### src/rtl/rtaa_pkg.sv
// ----------------------------------------------------------------------------
// Render target alias allocator package
// Shared types and constants for the slot table, the match unit and the top.
// ----------------------------------------------------------------------------
package rtaa_pkg;

	// Default depth of the slot table.
	localparam int SLOT_COUNT_DEF = 64;

	// Width of slot indices as they appear on the result channel.
	localparam int OUT_IDX_W = 6;

	// Request and result bus widths.
	localparam int REQ_DATA_W = 96;
	localparam int RES_DATA_W = 16;

	// One slot table entry; a request is carried in the same form.
	typedef struct packed {
		logic [7:0]  task_first;
		logic [7:0]  task_last;
		logic [15:0] kind_format;  // kind_flags high byte, pixel_format low byte
		logic [31:0] extent;       // width high half, height low half
		logic [26:0] volume;       // depth, layers, mips packed 11/11/5
		logic        external;
	} slot_entry_t;

	// Outcome of checking one slot against a request.
	typedef struct packed {
		logic        fit;
		slot_entry_t merged;
	} match_t;

	// One result, slot_index in the lowest bits.
	typedef struct packed {
		logic                 swapchain_known;
		logic [OUT_IDX_W-1:0] swapchain_slot;
		logic                 overflow;
		logic                 opened_slot;
		logic [OUT_IDX_W-1:0] slot_index;
	} result_t;

	// Allocator sequencer states.
	typedef enum logic [1:0] {
		ST_IDLE,
		ST_SCAN,
		ST_UPDATE,
		ST_DONE
	} state_t;

endpackage

### src/rtl/rtaa_slot_match.sv
// ----------------------------------------------------------------------------
// Slot match unit
// Checks one stored slot against a request and forms the widened lifetime.
// ----------------------------------------------------------------------------
module rtaa_slot_match (
	input  rtaa_pkg::slot_entry_t slot,
	input  rtaa_pkg::slot_entry_t req,
	output rtaa_pkg::match_t      result
);

	logic overlap;
	logic same_desc;

	// Lifetimes intersect when each one starts no later than the other ends.
	assign overlap   = (req.task_last >= slot.task_first) && (req.task_first <= slot.task_last);
	assign same_desc = (slot.kind_format == req.kind_format) && (slot.extent == req.extent)
		&& (slot.volume == req.volume);

	// A slot fits when it is free over the request's lifetime, looks identical and neither side is external.
	always_comb begin
		result            = '0;
		result.fit        = !overlap && !slot.external && !req.external && same_desc;
		result.merged     = slot;
		if (req.task_first < slot.task_first) begin
			result.merged.task_first = req.task_first;
		end
		if (req.task_last > slot.task_last) begin
			result.merged.task_last = req.task_last;
		end
	end

endmodule

### config.mk
export PLATFORM = sky130hd
export DESIGN_NAME = rtaa_slot_match
export DESIGN_NICKNAME = d
export VERILOG_FILES = /design/src/rtl/rtaa_pkg.sv /design/src/rtl/rtaa_slot_match.sv
export SDC_FILE = /design/constraint.sdc
export NUM_CORES = 1
export LEC_CHECK = 0
export BUFFER_PORTS_ARGS = -buffer_cell sky130_fd_sc_hd__buf_2
export CAP_MARGIN = 20
export CORE_AREA = 5 5 103 105
export DETAILED_ROUTE_END_ITERATION = 10
export DIE_AREA = 0 0 108 110
export MAX_ROUTING_LAYER = met4
export SYNTH_ARGS = -nofsm -noshare
export SYNTH_HDL_FRONTEND = slang
export SYNTH_SLANG_ARGS = --single-unit
### constraint.sdc
create_clock -name vclk -period 2.55
set_input_delay 0 -clock vclk [all_inputs]
set_output_delay 0 -clock vclk [all_outputs]
set_load 0.05 [all_outputs]
== Word level (Yosys, flattened, before mapping) ==
Cells that the tools add are included.
Widths: inputs -> output; s select.

* Input bits: 184
* Register bits after elaboration: 0
* Logic and storage cells: 18

* Multiplexer cells: 2
* Magnitude comparators: 4
* Equality and inequality tests: 3
* Reduce and logical (&&, ||, !) cells: 9

{| class="wikitable"
|+ Operators with widths
! kind !! number
|-
| $eq 32x32->1 || 1
|-
| $eq 27x27->1 || 1
|-
| $eq 16x16->1 || 1
|-
| $mux 8 || 2
|-
| $ge 8x8->1 || 1
|-
| $gt 8x8->1 || 1
|-
| $le 8x8->1 || 1
|-
| $lt 8x8->1 || 1
|-
| $logic_and 1x1->1 || 6
|-
| $logic_not 1->1 || 3
|}

== Longest topological paths before layout ==
Gate-level depths: netlist of the first run.

* Word-level depth: 6
* Mapped depth: 8
* Depth with buffers taken out: 7

== Worst setup path before layout of the first run ==
Ideal clock, no wire load.

* Kind: input to output
* Start: input port req[35] (netlist name)
* End: output port result[92] (netlist name)
* Stages on the path: 5
* Arrival time: 1.885 ns
* Data required time: 2.550 ns
* Setup slack: 0.665 ns
* Path through: nor2b_1 a2111o_1 a2111oi_2 nand4_1 nor4_2

{| class="wikitable"
|+ RTL lines
! what !! RTL line !! RTL
|-
| start: declaration || rtaa_slot_match.sv:7 || <nowiki>input rtaa_pkg::slot_entry_t req,</nowiki>
|-
| end: declaration || rtaa_slot_match.sv:8 || <nowiki>output rtaa_pkg::match_t result</nowiki>
|}

==> summary.md, run 1 <==
| Metric | Value |
|---|---|
| Max Transition Viols Final | 0 |
| Reg area | 0 um^2 |
| Synth cell types | 35 |
| Most frequent cells in the layout | buf_2, ha_1, inv_1, xnor2_1, xor2_1 |
| Routed WL | 9.799 mm |
| Status | complete, no violations |
| Final hold viol count | 0 |
| Crit path from | slot[89] |
| Setup Buffers After CTS | 0 |
| Tot Pwr | 887.3 uW |
| Post-synthesis compound-gate area fraction | 0.1228 |
| Cell family with most CP delay | compound AO/OA/AOI/OAI gates |
| Dpl ws | 481.0 ps |
| Final period util | 0.7843 |
| Critical-path cell list | buf_2 > inv_1 > ha_1 > a21o_1 > a21o_1 > a21oi_1 > o31a_1 > mux2_1 > buf_2 |
| Worst slew margin | 0.6644 |
| Area growth, synth to finish | 40.30% |
| Hold path startpoint | slot[0] |
| Share of cells above drive strength 1 | 0.5456 |
| Hold Crit Depth | 2 |
| Nets | 732 |
| Initial antenna violation count | 0 |
| Via/cell ratio | 4.351 |
| Largest net degree at the start of global routing | 9 |
| Worst setup margin | 550.1 ps |
| Vias in the first global route | 2,825 |
| Min-Delay Path Class | input pin to output port |
| Row count | 36 |
| Most common cell after layout, fill and taps aside | buf_2 |
| Grt ovf | 0 |
| DRC | 0 |
| Worst Path Max Fanout | 8 |
| Setup violations, final | 0 |
| CP Data Required Time | 2550 ps |
| Largest family of logic cells by synthesized area | buffers and inverters |
| Top Ports | 277 |
| Drt pass-1 iters | 4 |
| Via Count | 2,828 |
| Max Cap Viol | 0 |
| RSZ-0062 raised after global routing | no |
| CP Class | input pin to output port |
| Hold WS | 301.2 ps |
| Buffers & Inverters on Critical Path | 3 |
| Mapped Avg Cell Area | 7.674 um^2 |
| WL/cell | 15.08 um |
| Max Fclk | 500.0 MHz |
| Mux cell area share after synthesis | 0.07430 |
| Hold Buf Count CTS | 0 |
| Worst Tran Pin Value | 503.5 ps |
| CP max stage delay | 480 ps |
| Gr usage total | 0.1449 |
| CP Capture Type | output port |
| Final Critical Period | 2000 ps |
| Chip width | 108 um |
| Post-Syn Instances | 316 |
| Startpoint Class | input pin |
| Post-cts gate resize count | 0 |
| Initial drt markers | 93 |
| Final Util | 0.3563 |
| GPL Wtd Cong | 0.8529 |
| Post-Synth Adder-Cell Area | 0.1600 |
| Post-Syn Area | 2425 um^2 |
| Critical Path Slowest Stage Cell | o31a_1 |
| Post-Synth Simple-Gate Area | 0.1692 |
| Post-Route Setup TNS | 0 ps |
| Clock buffer count | 0 |
| Number of port buffers | 277 |
| Detailed Place HPWL | 9.302 mm |
| Maximum vdd drop | 0.1555 mV |
| Hold Path End | result[0] |
| Seq/Total Area, Yosys | 0 |
| Height of the die | 110 um |
| Starting Density | 0.2539 |
| Leakage power | 1.918 nW |
| ANT nets after route | 0 |
| Die Area | 11,880 um^2 |
| FF+latch count | 0 |
| Worst path arrival time | 2000 ps |
| Syn nets | 531 |
| Synth Area in XOR/XNOR | 0.1878 |
| PwrDens | 260.8 nW/um^2 |
| YS warnings | 0 |
| Global-route wire length before repair | 13.66 mm |
| Core area | 9549 um^2 |
==> routing by layer <==
metal,up-vias,global-route usage,routed length [um]
met4,0,0.01353,34
met2,127,0.2611,5094
li1,1421,-,-
met3,2,0.01107,726
met1,1278,0.1849,3944
met5,-,-,0
==> stage by stage <==
step,std cells,cell area (um^2)
after global placement,648,3397
after detailed placement,648,3397
after floorplan,316,2425
after global routing,648,3397
final,650,3402
after CTS,648,3397
==> cells by family (layout without fill, tap and decap cells) <==
group,Yosys count,in the layout
AO/OA/AOI/OAI,40,40
XOR/XNOR,52,52
adder cells (fa/ha/maj),31,31
buffers and inverters,108,307
multiplexers,16,16
other,0,2
AND/OR/NAND/NOR,69,69
==> worst max-delay path by stage <==
| stage | end | slack, ps | cells after the start |
|---|---|---|---|
| after floorplan | result[92] | 670 | 5 |
| after global placement | result[86] | 520 | 9 |
| after detailed placement | result[85] | 480 | 9 |
| after CTS | result[85] | 480 | 9 |
| after global routing | result[85] | 420 | 9 |
| final | result[88] | 550 | 9 |
==> power by group <==
group          leakage, nW  switching [mW]  internal [mW]
clock network    0.0000127               0    0.000000105
logic                 1.92           0.583          0.304
registers                0               0              0
==> synthesized netlist by cell type (5+ instances only) <==
cell type / number / area share
xor2_1: 22 / 0.079
nand2b_1: 13 / 0.034
xnor2_1: 30 / 0.11
nand4_1: 13 / 0.034
ha_1: 31 / 0.16
buf_4: 76 / 0.24
nand2_1: 6 / 0.0093
inv_1: 30 / 0.046
nor2b_1: 11 / 0.028
o21ai_0: 5 / 0.010
nor2_1: 9 / 0.014
mux2_1: 16 / 0.074
a21oi_1: 10 / 0.021
nor4_1: 9 / 0.023
==> cell type report <==
type,count,area (um^2)
inverter,30,112.6
timing repair buffer,277,1386
fill,1045,6147
tap,133,166.4
multi-input combinational,208,1732
antenna,2,5.005
(Power assumes the default switching activity.)
==> inputs of run 2 (changes only) <==
--- a/config.mk
+++ b/config.mk
@@ -7,9 +7,9 @@
 export LEC_CHECK = 0
 export BUFFER_PORTS_ARGS = -buffer_cell sky130_fd_sc_hd__buf_2
 export CAP_MARGIN = 20
-export CORE_AREA = 5 5 103 105
+export CORE_AREA = 5 5 104 106
 export DETAILED_ROUTE_END_ITERATION = 10
-export DIE_AREA = 0 0 108 110
+export DIE_AREA = 0 0 109 111
 export MAX_ROUTING_LAYER = met4
 export SYNTH_ARGS = -nofsm -noshare
 export SYNTH_HDL_FRONTEND = slang
==> constraint.sdc (replaced) <==
create_clock -name vclk -period 1.97
set_input_delay 0 -clock vclk [all_inputs]
set_output_delay 0 -clock vclk [all_outputs]
set_load 0.05 [all_outputs]
==> run 2 against run 1 <==
  * Routed wire length rose by 4.1%
  * Global-route usage rose by 0.82 points
  * Core utilization fell by 0.24 points
  * Critical path type unchanged
  * Largest cell class unchanged
==> summary.md, run 2 (same netlist as run 1, synthesis figures left out) <==
| Metric | Value |
|---|---|
| Final Util | 0.3539 |
| Leakage power | 1.932 nW |
| Cell family with most CP delay | compound AO/OA/AOI/OAI gates |
| Area growth, synth to finish | 41.33% |
| Row count | 36 |
| Initial drt markers | 122 |
| Detailed Place HPWL | 9.729 mm |
| Startpoint Class | input pin |
| GPL Wtd Cong | 0.9048 |
| Critical Path Slowest Stage Cell | a22o_1 |
| CP max stage delay | 380 ps |
| DRC | 0 |
| Routed WL | 10.20 mm |
| Nets | 735 |
| PwrDens | 338.7 nW/um^2 |
| FF+latch count | 0 |
| Drt pass-1 iters | 4 |
| Post-cts gate resize count | 0 |
| Placed Area | 3420 um^2 |
| Setup violations, final | 0 |
| Max Fclk | 560.6 MHz |
| ANT nets after route | 0 |
| Worst Path Max Fanout | 8 |
| Chip width | 109 um |
| RSZ-0062 raised after global routing | no |
| Multi-input logic area | 1732 um^2 |
| Via/cell ratio | 4.358 |
| Max Transition Viols Final | 0 |
| Reg area | 0 um^2 |
| Worst slew margin | 0.7292 |
| Core area | 9684 um^2 |
| Largest net degree at the start of global routing | 9 |
| Worst Tran Pin Value | 395.9 ps |
| CP Class | input pin to output port |
| Via Count | 2,850 |
| Hold WS | 307.4 ps |
| Worst path arrival time | 1780 ps |
| Initial antenna violation count | 3 |
| Finished Cell Area | 3427 um^2 |
| Share of cells above drive strength 1 | 0.5483 |
| Die Area | 12,100 um^2 |
| Maximum vdd drop | 0.1555 mV |
| Final Critical Period | 1784 ps |
| Setup Buffers After CTS | 0 |
| Most common cell after layout, fill and taps aside | buf_2 |
| Hold Buf Count CTS | 0 |
| Max Cap Viol | 0 |
| Critical-path cell list | buf_2 > inv_1 > ha_1 > a21oi_1 > nor2_1 > a211oi_1 > a22o_1 > mux2_1 > buf_2 |
| Crit path top cell by count | buf_2 |
| Final hold viol count | 0 |
| Number of port buffers | 277 |
| Grt ovf | 0 |
| Status | complete, no violations |
| Starting Density | 0.2504 |
| CP Data Required Time | 1970 ps |
| Most frequent cells in the layout | buf_2, ha_1, inv_1, xnor2_1, xor2_1 |
| CP Capture Type | output port |
| Vias in the first global route | 3,001 |
| Buffers & Inverters on Critical Path | 3 |
| Tot Pwr | 1.161 mW |
| Clock buffer count | 0 |
| Fillers | 1,053 |
| Height of the die | 111 um |
| Final period util | 0.9055 |
| Top Ports | 277 |
| WL/cell | 15.60 um |
| Global-route wire length before repair | 14.62 mm |
| Post-Route Setup TNS | 0 ps |
| Min-Delay Path Class | input pin to output port |
| Gr usage total | 0.1531 |
run 2: path summary, 6_finish.rpt:
check,from,to,slack (ps),cells after the start
setup / recovery,slot[81],result[80],190,9
hold / removal,slot[0],result[0],310,2
run 2: area by class of cell:
cell class	count	share of cell area
multi-input cells	208	0.5053
repair buffers	280	0.4111
well taps	133	0.04856
inverters	30	0.03286
diodes	3	0.002191
run 2: through the flow:
stage,instances,worst slack (ps)
6_report,654,186.1
2_1_floorplan,316,85.17
3_5_place_dp,651,179.6
3_3_place_gp,651,198.2
5_1_grt,654,16.80
4_1_cts,651,170.9
run 2: metal layers:
layer	vias to the layer above	track usage	part of all wire	routed length, um
met2	131	0.2899	0.52	5351
met5	-	-	0	0
met3	14	0.02097	0.086	882
met1	1276	0.1614	0.36	3717
li1	1429	-	-	-
met4	0	0.04293	0.025	252
run 2: where the power goes:
part	total (mW)	switching (mW)	internal, mW
Combinational	1.16	0.757	0.404
Sequential	0	0	0
Clock	0.000000204	0	0.000000204
Total	1.16	0.757	0.404
